## config.mk

```make
export PLATFORM = sky130hd
export DESIGN_NAME = aabb_overlap
export DESIGN_NICKNAME = d
export VERILOG_FILES = /design/src/sv/aabb_pkg.sv /design/src/sv/aabb_overlap.sv
export SDC_FILE = /design/constraint.sdc
export NUM_CORES = 1
export LEC_CHECK = 0
export BUFFER_PORTS_ARGS = -buffer_cell sky130_fd_sc_hd__buf_2
export CAP_MARGIN = 20
export CORE_ASPECT_RATIO = 1.1
export CORE_MARGIN = 5
export CORE_UTILIZATION = 35
export DETAILED_ROUTE_END_ITERATION = 7
export GPL_ROUTABILITY_DRIVEN = 1
export MAX_ROUTING_LAYER = met4
export REMOVE_ABC_BUFFERS = 1
export SETUP_SLACK_MARGIN = 0.15
export SYNTH_ARGS = -nofsm -noshare
export SYNTH_HDL_FRONTEND = slang
export SYNTH_SLANG_ARGS = --single-unit
```

## constraint.sdc

```tcl
create_clock -name vclk -period 7.9
set_input_delay 0.395 -clock vclk [all_inputs]
set_output_delay 0.395 -clock vclk [all_outputs]
set_load 0.005 [all_outputs]
```

## src/sv/aabb_pkg.sv

```systemverilog
// Shared types and constants for the box table collision block.
`default_nettype none
package aabb_pkg;

  typedef enum logic [2:0] {
    OP_ADD     = 3'd0,
    OP_CLEAR   = 3'd1,
    OP_CHECK   = 3'd2,
    OP_RESOLVE = 3'd3,
    OP_GROUND  = 3'd4
  } op_t;

  // 0.05 in Q16.16, rounded to nearest
  localparam logic signed [32:0] GROUND_DROP = 33'sd3277;

  localparam int unsigned QW = 33;

  typedef struct packed {
    logic signed [31:0] cx;
    logic signed [31:0] cy;
    logic signed [31:0] cz;
    logic [30:0]        sx;
    logic [30:0]        sy;
    logic [30:0]        sz;
  } box_t;

  localparam int unsigned BOX_W = $bits(box_t);

  typedef struct packed {
    logic signed [QW-1:0] qx;
    logic signed [QW-1:0] qy;
    logic signed [QW-1:0] qz;
    logic [30:0]          sx;
    logic [30:0]          sy;
    logic [30:0]          sz;
  } query_t;

endpackage
`default_nettype wire

```

## src/sv/aabb_overlap.sv

```systemverilog
// Three-axis overlap test of a query box against one stored box, on doubled centers.
`default_nettype none
module aabb_overlap (
  input  wire aabb_pkg::query_t query,
  input  wire aabb_pkg::box_t   box,
  output logic                  hit
);
  import aabb_pkg::*;

  function automatic logic axis_hit(logic signed [QW-1:0] q, logic [30:0] sq,
                                    logic signed [31:0] c, logic [30:0] sb);
    logic signed [QW:0] diff;
    logic [QW:0]        mag;
    logic [31:0]        sum;
    begin
      diff = {q[QW-1], q} - {{(QW-31){c[31]}}, c};
      mag  = diff[QW] ? (~diff + 1'b1) : diff;
      sum  = {1'b0, sq} + {1'b0, sb};
      axis_hit = ({mag, 1'b0} <= {{(QW-30){1'b0}}, sum});
    end
  endfunction

  always_comb begin
    hit = axis_hit(query.qx, query.sx, box.cx, box.sx) &&
          axis_hit(query.qy, query.sy, box.cy, box.sy) &&
          axis_hit(query.qz, query.sz, box.cz, box.sz);
  end

endmodule
`default_nettype wire

```

# == After elaboration in Yosys (flattened, before gate mapping) ==
# Cells that the tools add are included.
# classes
addsub,9
magnitude_cmp,3
muxes,3
bitwise_logic,3
n_reduce_logical,2
# ops
cell,n
$le A35 B32 Y1,3
$add A34 B1 Y34 const B,3
$mux W34,3
$not A34 Y34,3
$sub A33 B32 Y34,3
$add A31 B31 Y32,3
$logic_and A1 B1 Y1,2
# totals
reg_bits,0
output_inout_bits,1
wordCells,20

# == Logic depth before layout (Yosys ltp) ==
# logic_depth
word_depth,7
ltp_mapped,28
depth_no_buf,27

# == Least setup slack after synthesis ==
# OpenSTA, ideal clock, no wires.
# synth_timing
path_kind,input to output
from,in query[159] in the netlist's numbering
to,out hit
arrival_ns,6.076
t_required_ns,7.505
setup_slack_ns,1.429
cell_stages,25
cell_sequence,inv_1 -> ha_1 -> fa_1 -> nor2b_1 -> o211ai_1 -> a311oi_1 -> nor3_1 -> xnor2_1 -> or4_4 -> or4_4 -> or4_4 -> nor2_1 -> nand3_1 -> o41ai_1 -> xnor2_1 -> ha_1 -> a21o_1 -> a21o_1 -> a21oi_1 -> o221ai_1 -> a221oi_1 -> a31oi_1 -> a211o_2 -> or4_4 -> nor4_2
# synth_via
elab_chain_cells,7
# synth_rtl
element,line_no,text
"start, declared",aabb_overlap.sv:4,"input wire aabb_pkg::query_t query,"
$sub A33 B32 Y34 *,aabb_overlap.sv:16,"diff = {q[QW-1], q} - {{(QW-31){c[31]}}, c};"
$not A34 Y34,aabb_overlap.sv:17,mag = diff[QW] ? (~diff + 1'b1) : diff;
$add A34 B1 Y34,aabb_overlap.sv:17,
$mux W34 *,aabb_overlap.sv:17,
$le A35 B32 Y1 *,aabb_overlap.sv:19,"axis_hit = ({mag, 1'b0} <= {{(QW-30){1'b0}}, sum});"
$logic_and A1 B1 Y1 *,aabb_overlap.sv:24,"hit = axis_hit(query.qx, query.sx, box.cx, box.sx) &&"
$logic_and A1 B1 Y1 *,aabb_overlap.sv:25,"axis_hit(query.qy, query.sy, box.cy, box.sy) &&"
"end, declared",aabb_overlap.sv:6,output logic hit
# Mark *: on every way between the ends. The rest lies on a longest branch, timed or not.

# == Final worst setup path ==
# layout_timing
from,in query[134] in the netlist's numbering
to,out hit
# The elaborated chain is that of the path after synthesis.

==> impl.org <==
** Run status
- Status :: finished, final reports clean

** Run
- Number of max-cap violations :: 0

** Setup path
- Data arrives at the worst endpoint at 7030 ps.
- At the worst endpoint, the required time is ~7500 ps.
- The slowest stage of the critical path belongs to the cell or4_4.
- Top fanout value on the critical path :: 27
- Slowest cell delay on critical path :: 450 ps
- Worst setup EP type :: primary output
- Path type of the worst setup path :: input pin to primary output
- Crit start category :: input pin

** Layout
- Counting the clock-network buffers in the layout gives 0.
- Ratio of cells with drive above 1 in the final layout :: 19.78%
- Count of filler cells inserted in the layout :: 4324
- Compared with the post-synthesis result, the final layout area differs by 18.49%.
- For this run, the post-layout net count is 3008.
- Area taken by flip-flops and latches :: 0 um^2
- Util after Layout :: 41.67%
- Sequential cell count of the final layout :: 0

** Logic synthesis
- Area share of the largest cell type after synthesis :: around a quarter
- Yosys instantiated no cell more often than ha_1.
- Summed over all instances, the cell type with the most area after synthesis is ha_1.
- By area the synthesized netlist is led by ha_1 26%, xnor2_1 9.3%, a21oi_1 6.5%.
- In this run the cell area of the synthesized design comes to 0.01403 mm^2.
- The netlist uses 87 different library cells.
- Share of the yosys chip area belonging to registers :: 0%
- Post-Syn Area per Cell :: 7.131 um^2
- By count the netlist is led by 288 x ha_1, 181 x a21oi_1, 156 x inv_1.
- Synth Warn # :: 0
- Number of standard cells after synthesis :: 1967

** Timing
- Final count of hold timing violations :: 0
- In this run the tightest slew margin relative to its limit is between 30% and 40%.
- RSZ-0062 raised after global routing :: no
- Final period util :: around 94%
- Based on the critical path, the design can be clocked at up to between 0.1 and 0.15 GHz.
- The worst path in the final design needs a cycle of 7422 ps, including I/O delays and setup.
- For the pin with the worst max-slew slack, the measured transition is 990.5 ps.
- The total count of max-transition violations in the final report is 0.
- Setup violations remaining at the end of the flow were counted as 0.

** Global routing
- Global routing finished with a remaining overflow of 0.
- Global route hottest layer :: met2
- The first global-routing pass estimated 75660 um of wire.
- Vias in the first global route :: about 15k
- GR Layer Usage met2 :: 37.62%
- The number of antenna violations at the first check in global routing came to 15.
- Pin count of the biggest net entering global routing :: 28
- Met1 capacity usage during global routing :: 25.05%
- Global routing usage on met3 :: 2.001%
- GR Util All Layers :: about 21%

** Power and ir drop
- Power Total :: 1.942 mW
- Total internal power :: 858.7 uW
- IR analysis of the VDD net gives a maximum drop of 0.04623 mV.
- Clock group share of total power :: 0%
- Power spread over the standard cell area amounts to 116.8 mW/mm^2.
- Net switching is 55.77% of the power.
- In this run the power spent charging and discharging nets is ~1.1 mW.
- Flop pwr share :: 0%
- Leakage power :: 8.344 nW
- Combinational share of power :: 100.0%

** Die
- The die is 220.0 um tall.
- After floorplanning, the core was divided into just under 80 placement rows.
- The floorplan step set the die width to 200.9 um.
- The die covers 0.04418 mm^2.
- Initial standard-cell utilization of the core :: between 30% and 40%
- Number of placed I/O pins :: around 380
- Total core area :: ~0.04 mm^2

** Route
- Mean number of vias per cell :: between 5 and 6
- In the final routed layout, each cell accounts on average for 16.66 um.
- Initial DRT Pass Iterations :: 5
- DRC violations left :: 0
- Number of violations reported at the end of detailed-routing iteration 0 :: 859
- The routed design has 47600 um of wire.
- Total number of vias :: between 15k and 20k
- The detail route stage leaves a number of antenna-violating nets equal to 0.

** Hold path
- Class of the tightest hold or removal check :: input pin to primary output
- Min-Delay Endpoint :: hit
- Counting instances, the worst hold path has a depth of 6.
- Critical hold path startpoint :: query[158]

** Placement
- After legalization and detailed placement, the total HPWL measured 42770 um.
- Total of buffers placed on input and output ports :: 382
- At the end of routability-driven placement, the weighted congestion stood at 0.9557.

** CTS
- Post-CTS setup buffer count :: 0
- Hold_buf cts :: 0
kinds of logic (layout without fill, tap and decap cells):
logic type               Yosys count  in the layout  synth area share, %
buffers and inverters            180            544                4.871
AO/OA/AOI/OAI                    671            671                31.32
multiplexers                       4              4               0.3033
AND/OR/NAND/NOR                  573            573                21.66
adder cells (fa/ha/maj)          294            294                26.55
other                              0             13                    0
XOR/XNOR                         245            245                15.30
worst max-delay path: cells and delay by family:
kind / cells / cell delay (ps)
buffers and inverters: 3 / 530
XOR/XNOR: 1 / 210
adder cells (fa/ha/maj): 2 / 680
AO/OA/AOI/OAI: 16 / 4270
AND/OR/NAND/NOR: 5 / 920
timing repair:
item,CTS,global route
endpoints found under the setup margin,1,1
gates resized for setup,2,9
pin swaps,0,0
worst max path at each step:
| stage | end | depth (start not counted) | slack, ps | start |
|---|---|---|---|---|
| 6_report | hit | 27 | 480 | query[134] |
| 5_1_grt | hit | 26 | 190 | query[159] |
| 4_1_cts | hit | 24 | 160 | query[133] |
| 3_5_place_dp | hit | 24 | -80 | query[133] |
| 3_3_place_gp | hit | 24 | -100 | query[133] |
| 2_1_floorplan | hit | 24 | 1220 | box[158] |
cell usage in the layout, fill, tap and decap left out, types with 10 or more instances in the layout:
cell      synthesis  routed
buf_2             0     382
ha_1            288     288
a21oi_1         181     181
inv_1           156     156
xnor2_1         149     149
nor2_1          132     132
o21ai_0         127     126
a21o_1          107     107
nand2_1         103     103
xor2_1           96      96
nor3_1           43      43
nand3_1          41      41
nand4_1          36      36
nor2b_1          36      36
nand2b_1         32      32
and3_1           30      30
a31oi_1          32      30
o21bai_1         28      28
a211oi_1         24      23
o211ai_1         22      22
o21a_1           21      21
or2_2            20      20
o31ai_1          21      20
or3_1            19      19
and2_1           17      17
diode_2           0      13
nor4_1           13      12
a31o_2           10      10
final cells by class:
type	instances	area, um^2	area share (%)
multi-input cells	1787	13400	80.64
repair buffers	388	1957	11.77
well taps	513	641.9	3.862
inverters	156	585.6	3.523
diodes	13	32.53	0.1957
routing by layer:
| metal | share of wire [%] | vias to the layer above |
|---|---|---|
| li1 | - | 8052 |
| met1 | 44 | 7194 |
| met2 | 49 | 390 |
| met3 | 4.4 | 50 |
| met4 | 1.9 | 0 |
| met5 | 0 | - |
stage by stage:
step                      area (um^2)  hold slack, ps  worst slack, ps  std cells  setup TNS (ps)
after CTS                       16540            1525            158.4       2844               0
after global routing            16610            1617            191.6       2855               0
after global placement          16530            1531           -100.9       2844          -100.9
final                           16620            1511            477.8       2857               0
after floorplan                 13930            1248             1219       1943               0
after detailed placement        16530            1517           -76.28       2844          -76.28
power by group through the flow:
stage	registers (mW)	clock network [mW]	logic (mW)
after global routing	0	0.000000187	2.18
after floorplan	0	0	1.40
after CTS	0	0	1.94
final	0	0.000000221	1.94
after global placement	0	0	1.88
after detailed placement	0	0	1.92
Note: power is estimated with default switching activity, not from simulation.
