--- src/sv/aabb_ram.sv ---
// Generic single-write, single-read RAM with registered read data.
`default_nettype none
module aabb_ram #(
  parameter int unsigned WIDTH = 8,
  parameter int unsigned DEPTH = 16,
  parameter int unsigned AW    = (DEPTH > 1) ? $clog2(DEPTH) : 1
) (
  input  wire logic             clk,
  input  wire logic             we,
  input  wire logic [AW-1:0]    waddr,
  input  wire logic [WIDTH-1:0] wdata,
  input  wire logic [AW-1:0]    raddr,
  output logic      [WIDTH-1:0] rdata
);

  logic [WIDTH-1:0] mem [DEPTH];

  always_ff @(posedge clk) begin
    if (we) begin
      mem[waddr] <= wdata;
    end
    rdata <= mem[raddr];
  end

endmodule
`default_nettype wire

--- config.mk ---
export PLATFORM = sky130hd
export DESIGN_NAME = aabb_ram
export DESIGN_NICKNAME = d
export VERILOG_FILES = /design/src/sv/aabb_ram.sv
export SDC_FILE = /design/constraint.sdc
export NUM_CORES = 1
export LEC_CHECK = 0
export BUFFER_PORTS_ARGS = -buffer_cell sky130_fd_sc_hd__buf_2
export CELL_PAD_IN_SITES_DETAIL_PLACEMENT = 1
export CELL_PAD_IN_SITES_GLOBAL_PLACEMENT = 2
export CORE_MARGIN = 5
export CORE_UTILIZATION = 43
export CTS_CLUSTER_DIAMETER = 120
export DETAILED_ROUTE_END_ITERATION = 12
export PLACE_DENSITY = 0.73
export RECOVER_POWER = 100
export REMOVE_ABC_BUFFERS = 1
export SETUP_SLACK_MARGIN = 0.1
export SLEW_MARGIN = 20
export SYNTH_ARGS = -nofsm -noshare
export SYNTH_HDL_FRONTEND = slang
export SYNTH_SLANG_ARGS = --single-unit
--- constraint.sdc ---
create_clock -name clk -period 2 [get_ports clk]
set_clock_uncertainty 0.15 [all_clocks]
set_input_delay 0.2 -clock clk [delete_from_list [all_inputs] [get_ports clk]]
set_output_delay 0.2 -clock clk [all_outputs]
set_load 0.02 [all_outputs]
* Word level (Yosys, flattened, before mapping)
Memory sizes are Yosys's and may differ from the RTL's. A register that Yosys moved wholly into a read port is not among the register bits.
Index checks and enable logic that the tools add are counted.
W data, S select, Z words.
** Word-level totals
- Memories :: 1
- Logic and storage cells :: 3
- Memory bits (writable) :: 128
- Bits of input ports :: 18
- Output and inout port bits :: 8
- Flip-flop bits (word level) :: 0
** Operators by class
- Mux-type cells :: 2
** Memory list
- mem :: depth 16, bits a word 8, read ports 1, clocked after Yosys merged registers in 1, write ports 1, RTL line 16 : logic [WIDTH-1:0] mem [DEPTH];
** Operator list (count)
- $mux W1 :: 2

* Logic depth before layout (Yosys ltp)
Gate-level depths: netlist of the first run.
- Word-level depth :: 2
- Gate-level depth with buffers :: 5
- Depth with buffers taken out :: 3

* Worst setup path after synthesis of the first run
OpenSTA, ideal clock, no wires.
- Kind :: input-to-reg
- Start :: in waddr[2]
- End :: mem mem[0][0] (enable)
- Stages :: 2
- Arrival :: 1.310 ns
- Required time :: 1.467 ns
- Buffers on the path :: 0
- Path slack :: 0.157 ns
- Path through :: or3b_2 nor3_1
** RTL lines
- start, declared :: RTL line 10 : input wire logic [AW-1:0] waddr,
- end, declared :: RTL line 16
No word-level cell before the write port.

* Worst setup path in the final report of the first run
- Start :: in waddr[2]
- End :: mem mem[0][4] (enable)
No word-level cell before the write port.

==> out/metrics.yaml, run 1 <==
final_layout:
  area_growth_pct: 17.3
  final_core_util_pct: 50.9
  nets: 303
  nFillCells: 1079
  multi_input_area_um2: 1060
  seq_area_um2: 4000
  layout-drive-gt1-share_pct: 19.8
  diodes: 0
logic_synthesis:
  synth.most_common_cell: "edfxtp_1"
  synth-edff-count: 128
  synth_warnings: 0
  netlist_area_um2: 5150
  synthTopCellsByArea: "edfxtp_1 (75%), mux4_2 (7.9%), mux4_1 (7.1%), dfxtp_1 (3.1%), a22oi_1 (2.3%)"
  yosys-top-cells-count: "edfxtp_1 (128), mux4_2 (18), a22oi_1 (16)"
  seq_area_frac_synth_pct: 77.8
  yosysTopAreaCell: "edfxtp_1"
  synth_top_area_share_pct: 74.7
  synth_top_flop_cell: "edfxtp_1"
  netlist-cell-type-count: 19
  syn_inst: 229
  async_reset_ff_share_pct: 0
  ys_seq_elements: 136
  syn_avg_cell_area_um2: 22.5
global_route:
  antenna_found_initial: 0
  grt_max_degree: 33
  grt_pass1_vias: 2680
  grt_pass1_wl_um: 16500
  grt_overflow_total: 0
  grt_usage_pct: 16.2
critical_path:
  cpPeakStageDelay_ps: 530
  slowest_stage: "or3b_2"
  path_cells: "clkbuf_1 -> or3b_2 -> nor3_1 -> clkbuf_1"
  criticalPathCategory: "in2reg"
  startpoint_type: "input pin"
  cp-end-kind: "flop"
  path_buf_inv: 2
  required_ps: 1890
  path_common_cell: "clkbuf_1"
  critPathArrivalTime_ps: 1550
  critPathTopFamily: "simple AND/OR/NAND/NOR gates"
  path_max_fanout: 8
cts:
  cts_buffers: 17
  cts_tree: "built"
  clock_sinks: 136
  htreeDepth: 4
  clk_path_buf_depth: 2
  clk_latency_ps: 410
  cts_hold_buffers: 0
  clock-root-buffer: "clkbuf_16"
  cts.clk_slew.worst_paths_ps: 50
  post_cts_resized: 0
  cts_setup_buffers: 0
detailed_routing:
  viasPerCell: 5.41
  drcViolationCount: 0
  ant_nets: 0
  drt_wl_total_um: 10900
  wl_per_cell_um: 24.5
  drt_iter0_drc: 177
  via_count: 2407
  dr.pass1.iters: 6
timing:
  fmax_mhz: 602
  layout_setup_ws_ps: 338
  hold_viol: 0
  finalCriticalPeriod_ps: 1660
  relSlewSlack_pct: 46.3
  tns_ps: 0
  setup_viol: 0
  fin_crit_sh_pct: 83.1
  worst_slew_pin_slew_ps: 806
  slew_violations: 0
  rsz0062_at_grt: "no"
placed_design:
  io_buffers: 25
  dp_hpwl_um: 6870
  dp_slack_ps: 118
  gp_congestion: 0.707
die:
  die_area_um2: 14300
  start_util_pct: 43.4
  fp-row-count: 40
  core_um2: 11900
  ios: 26
  die_w_um: 119
  die_h_um: 119
hold_path:
  hp-class: "in2reg"
power:
  p_per_area_nw_per_um2: 1070
  total_power_w: 0.00643
  clkPwrFrac_pct: 45.2
  p_comb_share_pct: 4.9
  ir_drop_v: 0.000540
  sequentialPowerShare_pct: 49.9
  p_sw_w: 0.00129
  power.leakage_nw: 1.98
  switching_share_pct: 20.0
  p_int_w: 0.00515
job:
  maxCapViolCount: 0
status:
  status: "completed"
## cell type report
type | instances | share of cell area [%]
Clock buffer | 25 | 8.20
Clock inverter | 7 | 1.12
Multi-Input combinational cell | 83 | 17.5
Sequential cell | 136 | 66.3
Tap cell | 147 | 3.05
Timing Repair Buffer | 47 | 3.83
## layer usage
layer	part of all wire (%)	vias up	GRT usage, %	wire, um
met3	3.5	12	4.46	378
li1	-	1083	-	-
met5	0	-	0	0
met4	1.2	0	4.94	129
met1	44	1267	21.0	4850
met2	51	45	26.8	5550
## logic make-up after synthesis
kind of cell | count (synthesis) | share of synthesized area [%]
AO/OA/AOI/OAI | 16 | 2.33
buffers and inverters | 10 | 1.68
flip-flops | 136 | 77.8
multiplexers | 32 | 15.0
AND/OR/NAND/NOR | 35 | 3.18
## registers in the layout, indices dropped and copies added, names as in the netlist
register / cells
mem: 128
rdata: 8
## per-stage QoR
| step | instance area [um^2] | hold WS (ps) | cells |
|---|---|---|---|
| floorplan | 5060 | 149 | 219 |
| global placement | 5560 | 434 | 413 |
| detailed placement | 5560 | 452 | 413 |
| CTS | 6120 | 18.1 | 445 |
| global route | 6040 | 207 | 445 |
| finish | 6040 | 166 | 445 |
## power by group through the flow
stage | Clock [W] | Sequential, W | Combinational [W]
after floorplan | 0 | 0.00328 | 0.000128
after global placement | 0 | 0.00326 | 0.000319
after detailed placement | 0 | 0.00327 | 0.000329
after CTS | 0.00297 | 0.00321 | 0.000333
after global routing | 0.00312 | 0.00322 | 0.000340
final | 0.00291 | 0.00321 | 0.000313
## layout by cell type, fill, tap and decap left out
cell type / count
clkinv_4: 2
nor2b_1: 1
and2b_1: 1
buf_2: 6
nor3_1: 4
nand2b_1: 2
clkinv_2: 4
clkbuf_8: 4
mux4_1: 14
clkbuf_1: 39
edfxtp_1: 128
nor2_1: 13
and2_1: 1
nand2_1: 9
or3b_2: 1
clkbuf_16: 17
buf_4: 4
mux4_2: 18
dfxtp_1: 8
bufinv_16: 1
buf_12: 2
nand3_1: 1
a22oi_1: 16
nand3b_1: 2
## worst paths after layout
| check | startpoint | to | slack, ps | cells after the start |
|---|---|---|---|---|
| max reg2reg | mem[9][3] | rdata[3] | 460 | 3 |
| max | waddr[2] | mem[0][4] | 340 | 4 |
| min | wdata[6] | mem[15][6] | 170 | 1 |
| min reg2reg | mem[7][2] | rdata[2] | 530 | 3 |
No activity file was read; power rests on OpenSTA's default activity.
==> run 2: changes to the inputs <==
--- a/config.mk
+++ b/config.mk
@@ -5,14 +5,15 @@
 export SDC_FILE = /design/constraint.sdc
 export NUM_CORES = 1
 export LEC_CHECK = 0
+export ABC_AREA = 1
 export BUFFER_PORTS_ARGS = -buffer_cell sky130_fd_sc_hd__buf_2
 export CELL_PAD_IN_SITES_DETAIL_PLACEMENT = 1
 export CELL_PAD_IN_SITES_GLOBAL_PLACEMENT = 2
 export CORE_MARGIN = 5
-export CORE_UTILIZATION = 43
+export CORE_UTILIZATION = 40
 export CTS_CLUSTER_DIAMETER = 120
 export DETAILED_ROUTE_END_ITERATION = 12
-export PLACE_DENSITY = 0.73
+export PLACE_DENSITY = 0.8
 export RECOVER_POWER = 100
 export REMOVE_ABC_BUFFERS = 1
 export SETUP_SLACK_MARGIN = 0.1
==> constraint.sdc (replaced) <==
create_clock -name clk -period 1.59 [get_ports clk]
set_clock_uncertainty 0.15 [all_clocks]
set_input_delay 0.159 -clock clk [delete_from_list [all_inputs] [get_ports clk]]
set_output_delay 0.159 -clock clk [all_outputs]
set_load 0.02 [all_outputs]
==> run 2 against run 1 <==
Synthesized cell count is 140% higher. Via count is 62% higher. Non-clock buffer count rose by 8. Worst hold slack better by 17 ps. Critical path depth decreased by 3. Die area rose by 19%. First-iteration DRC count rose by 23%. Global-route usage grew 2.2 points. Largest power group is now the clock network. Combinational power increased by 69%. Sequential power increased by 26%.
==> out/metrics.yaml, run 2 <==
critical_path:
  criticalPathCategory: "reg2out"
  critPathTopFamily: "flip-flops"
  cpPeakStageDelay_ps: 370
  r2r_setup_slack_ps: 450
  timing.critical_path.from: "rdata[2]"
  startpoint_type: "flop"
  reg2reg_depth: 6
  cp.depth: 1
  required_ps: 1280
  slowest_stage: "dfxtp_1"
  worst_r2r_endpoint: "rdata[5]"
  worstReg2RegStart: "mem[5][5]"
  path_max_fanout: 1
  path_cells: "clkbuf_1"
  cp-end-kind: "output pin"
  critPathArrivalTime_ps: 1040
  crit_path_end: "rdata[2]"
  path_buf_inv: 1
cts:
  cts_buffers: 17
  cts_hold_buffers: 6
  clock_sinks: 136
  cts_setup_buffers: 0
  htreeDepth: 4
  clk_path_buf_depth: 2
  post_cts_resized: 0
  cts.clk_slew.worst_paths_ps: 50
  cts_tree: "built"
  clock-root-buffer: "clkbuf_16"
  clk_latency_ps: 420
logic_synthesis:
  synth-edff-count: 128
  syn_avg_cell_area_um2: 10.5
  syn_inst: 551
  synth_compound_area_share_pct: 0
  synth_warnings: 0
  synthAdderAreaFrac_pct: 0
  netlist-cell-type-count: 12
  ys_seq_elements: 136
  muxShareOfSynthArea_pct: 0
  async_reset_ff_share_pct: 0
  synth_top_area_share_pct: 66.7
  synth_top_family_by_area: "simple AND/OR/NAND/NOR gates"
  synth.most_common_cell: "nand2_1"
  synthTopCellsByArea: "edfxtp_1 (67%), nand2_1 (11%), nand3_1 (8.4%), inv_1 (6.5%), dfxtp_1 (2.8%)"
  synth_top_flop_cell: "edfxtp_1"
  netlist_area_um2: 5770
  yosysTopAreaCell: "edfxtp_1"
  seq_area_frac_synth_pct: 69.4
  yosys-top-cells-count: "nand2_1 (173), edfxtp_1 (128), inv_1 (100)"
  synthSimpleGateAreaFrac_pct: 21.0
  synth_xor_area_share_pct: 0
power:
  total_power_w: 0.00869
  sequentialPowerShare_pct: 46.5
  p_int_w: 0.00691
  p_comb_share_pct: 6.1
  power.leakage_nw: 2.87
  switching_share_pct: 20.4
  clkPwrFrac_pct: 47.4
  p_sw_w: 0.00177
  p_per_area_nw_per_um2: 1280
  ir_drop_v: 0.000680
final_layout:
  diodes: 0
  largest_reg_flops: 128
  mostFrequentLayoutCells: "nand2_1 (173), edfxtp_1 (128), inv_1 (100)"
  final_common_cell: "nand2_1"
  nets: 619
  stdcell_area_um2: 6790
  area_growth_pct: 17.7
  largestRegisters: "mem x128, rdata x8"
  layout-drive-gt1-share_pct: 6.68
  top_register: "mem"
placed_design:
  io_buffers: 25
  gp_congestion: 0.759
  dp_hpwl_um: 9020
  placed_cell_area_um2: 6190
timing:
  fmax_mhz: 742
  relSlewSlack_pct: 44.1
  fin_crit_sh_pct: 84.8
  worst_slew_pin_slew_ps: 838
  rsz0062_at_grt: "no"
  finalCriticalPeriod_ps: 1350
  slew_violations: 0
  tns_ps: 0
  hold_viol: 0
  setup_viol: 0
detailed_routing:
  ant_nets: 0
  via_count: 3908
  dr.pass1.iters: 4
  drt_iter0_drc: 218
  drt_wl_total_um: 14300
  drcViolationCount: 0
  wl_per_cell_um: 18.0
  viasPerCell: 4.92
die:
  die_h_um: 130
  ios: 26
  core_um2: 14000
  fp-row-count: 43
  die_w_um: 130
  start_util_pct: 41.2
  die_area_um2: 16900
global_route:
  antenna_found_initial: 0
  grt_pass1_vias: 4132
  grt_usage_pct: 18.5
  grt_overflow_total: 0
  grt_pass1_wl_um: 22900
  grt_max_degree: 39
hold_path:
  hp-class: "in2reg"
job:
  maxCapViolCount: 0
status:
  status: "completed"
## run 2: final cells by class
| type | count | area (um^2) |
|---|---|---|
| clock buffers | 20 | 437 |
| clock inverters | 12 | 180 |
| fillers | 1574 | 7200 |
| inverters | 102 | 383 |
| multi-input cells | 289 | 1210 |
| flip-flops and latches | 136 | 4000 |
| well taps | 180 | 225 |
| repair buffers | 55 | 344 |
## run 2: logic make-up (layout without fill, tap and decap cells)
logic type    after synthesis  count (layout)
simple gates              289             289
flops                     136             136
buf+inv                   126             189
## run 2: metrics by stage
stage               std cells  utilization, %  hold slack, ps  worst slack, ps
floorplan                 527               -             108              301
global placement          756            44.3             411              223
detailed placement        756            44.3             403              191
CTS                       794            49.1            4.34              278
global route              794            48.5             186              183
finish                    794            48.5             183              242
## run 2: worst min-delay path by stage
stage	from	end	slack, ps	cells past startpoint
2_1_floorplan	wdata[0]	mem[0][0]	110	0
3_3_place_gp	raddr[3]	rdata[1]	410	3
6_report	raddr[2]	rdata[7]	180	5
4_1_cts	wdata[2]	mem[11][2]	4	1
3_5_place_dp	raddr[3]	rdata[1]	400	3
5_1_grt	raddr[2]	rdata[7]	190	5
## run 2: power by group through the flow
stage,sequential (W),combinational [W],clock (W)
after detailed placement,0.00411,0.000542,0
after floorplan,0.00413,0.000216,0
after global placement,0.00411,0.000525,0
final,0.00404,0.000529,0.00412
after global routing,0.00404,0.000592,0.00439
after CTS,0.00403,0.000557,0.00420
## run 2: per-layer routing
| metal | wire length [um] | vias to the layer above | GRT usage [%] |
|---|---|---|---|
| li1 | - | 1874 | - |
| met3 | 363 | 24 | 3.81 |
| met1 | 6320 | 1951 | 23.6 |
| met2 | 7340 | 59 | 30.8 |
| met5 | 0 | - | 0 |
| met4 | 308 | 0 | 7.52 |
==> run 3: changes to the inputs <==
--- a/config.mk
+++ b/config.mk
@@ -10,10 +10,10 @@
 export CELL_PAD_IN_SITES_DETAIL_PLACEMENT = 1
 export CELL_PAD_IN_SITES_GLOBAL_PLACEMENT = 2
 export CORE_MARGIN = 5
-export CORE_UTILIZATION = 40
+export CORE_UTILIZATION = 36
 export CTS_CLUSTER_DIAMETER = 120
 export DETAILED_ROUTE_END_ITERATION = 12
-export PLACE_DENSITY = 0.8
+export PLACE_DENSITY = 0.76
 export RECOVER_POWER = 100
 export REMOVE_ABC_BUFFERS = 1
 export SETUP_SLACK_MARGIN = 0.1
==> constraint.sdc (replaced) <==
create_clock -name clk -period 1.2 [get_ports clk]
set_clock_uncertainty 0.15 [all_clocks]
set_input_delay 0.12 -clock clk [delete_from_list [all_inputs] [get_ports clk]]
set_output_delay 0.12 -clock clk [all_outputs]
set_load 0.02 [all_outputs]
==> run 3 against run 2 <==
Combinational power is 57% higher. Clock power rose by 9.7%. Sequential share of layout area fell by 2.4 points. Power increased by 23%. Core utilization fell by 3.8 points. Via count up 1.6%.
==> out/metrics.yaml, run 3 (synthesized netlist as in run 2, its figures left out) <==
status:
  status: "completed"
critical_path:
  critPathTopFamily: "flip-flops"
  path_buf_inv: 1
  required_ps: 930
  cpPeakStageDelay_ps: 340
  startpoint_type: "flop"
  critPathArrivalTime_ps: 870
  path_cells: "buf_6"
  criticalPathCategory: "reg2out"
  slowest_stage: "dfxtp_1"
  path_max_fanout: 1
  cp-end-kind: "output pin"
final_layout:
  top_register: "mem"
  final_core_util_pct: 44.8
  mostFrequentLayoutCells: "nand2_1 (169), edfxtp_1 (128), inv_1 (96)"
  nFillCells: 1740
  area_growth_pct: 22.8
  final_common_cell: "nand2_1"
  largestRegisters: "mem x128, rdata x8"
  nets: 633
  diodes: 0
  largest_reg_flops: 128
  layout-drive-gt1-share_pct: 16.8
detailed_routing:
  wl_per_cell_um: 17.2
  ant_nets: 0
  wl_met1_um: 6330
  wl_met2_um: 7330
  dr.pass1.iters: 4
  via_count: 3971
  top_layer: "met4"
  drcViolationCount: 0
  viasPerCell: 4.72
  wl_met3_um: 440
  drt_iter0_drc: 252
  drt_wl_total_um: 14400
cts:
  clock_sinks: 136
  htreeDepth: 4
  cts_setup_buffers: 0
  cts.clk_slew.worst_paths_ps: 50
  cts_buffers: 17
  clk_path_buf_depth: 2
  clock-root-buffer: "clkbuf_16"
  cts_tree: "built"
  clk_latency_ps: 410
die:
  die_w_um: 137
  core_um2: 15800
  start_util_pct: 36.4
  ios: 26
  die_area_um2: 18700
  die_h_um: 137
  fp-row-count: 46
timing:
  finalCriticalPeriod_ps: 1140
  worst_slew_pin_slew_ps: 469
  setup_viol: 0
  fin_crit_sh_pct: 95.0
  rsz0062_at_grt: "yes"
  hold_viol: 0
  slew_violations: 0
  fmax_mhz: 877
  layout_setup_ws_ps: 60.3
  relSlewSlack_pct: 68.8
power:
  power.leakage_nw: 3.01
  ir_drop_v: 0.000863
  total_power_w: 0.0107
  p_per_area_nw_per_um2: 1510
placed_design:
  gp_congestion: 0.750
  dp_slack_ps: -166
  dp_hpwl_um: 9390
  io_buffers: 25
global_route:
  antenna_found_initial: 0
  grt_pass1_vias: 4129
  grt_overflow_total: 0
  grt_pass1_wl_um: 22800
  grt_usage_pct: 16.6
  grt_max_degree: 34
job:
  maxCapViolCount: 0
hold_path:
  hp-class: "in2reg"
[run 3: metal layers]
metal	track usage, %	vias to the layer above
li1	-	1903
met1	20.8	1972
met2	28.2	67
met3	2.98	29
met4	6.77	0
met5	0	-
[run 3: what timing repair did]
action / in CTS / in global routing
setup endpoints to repair: 13 / 16
hold buffers: 11 / 0
hold endpoints to repair: 130 / 0
gates resized for setup: 33 / 34
pin swaps: 4 / 21
cloned: 0 / 0
[run 3: final timing paths]
check                           slack (ps)       start        to  depth (start not counted)
worst max register to register         110  mem[11][6]  rdata[6]                          6
worst min register to register         530  mem[12][1]  rdata[1]                          6
worst max-delay path                    60    rdata[5]  rdata[5]                          1
worst min-delay path                    30    raddr[1]  rdata[4]                          5
[run 3: per-stage QoR]
step	instances	area [um^2]	TNS (ps)	hold slack [ps]
after floorplan	527	5600	-1680	68.9
after global placement	801	6320	-7620	366
after detailed placement	801	6320	-9740	388
after CTS	842	7040	0	26.1
after global routing	842	7080	0	67.9
final	842	7080	0	34.3
[run 3: cell type report]
class / instances / area (um^2) / area share (%)
sequential: 136 / 4010 / 56.6
inverter: 102 / 387 / 5.46
clock inverter: 8 / 57.6 / 0.812
timing repair buffer: 69 / 536 / 7.56
tap: 216 / 270 / 3.81
clock buffer: 22 / 444 / 6.27
multi-input combinational: 289 / 1380 / 19.5
[run 3: power by group]
part	leakage, nW	switching (W)	internal (W)
clock network	0.243	0.00175	0.00277
registers	1.22	0.0000381	0.00532
logic	1.54	0.000538	0.000295
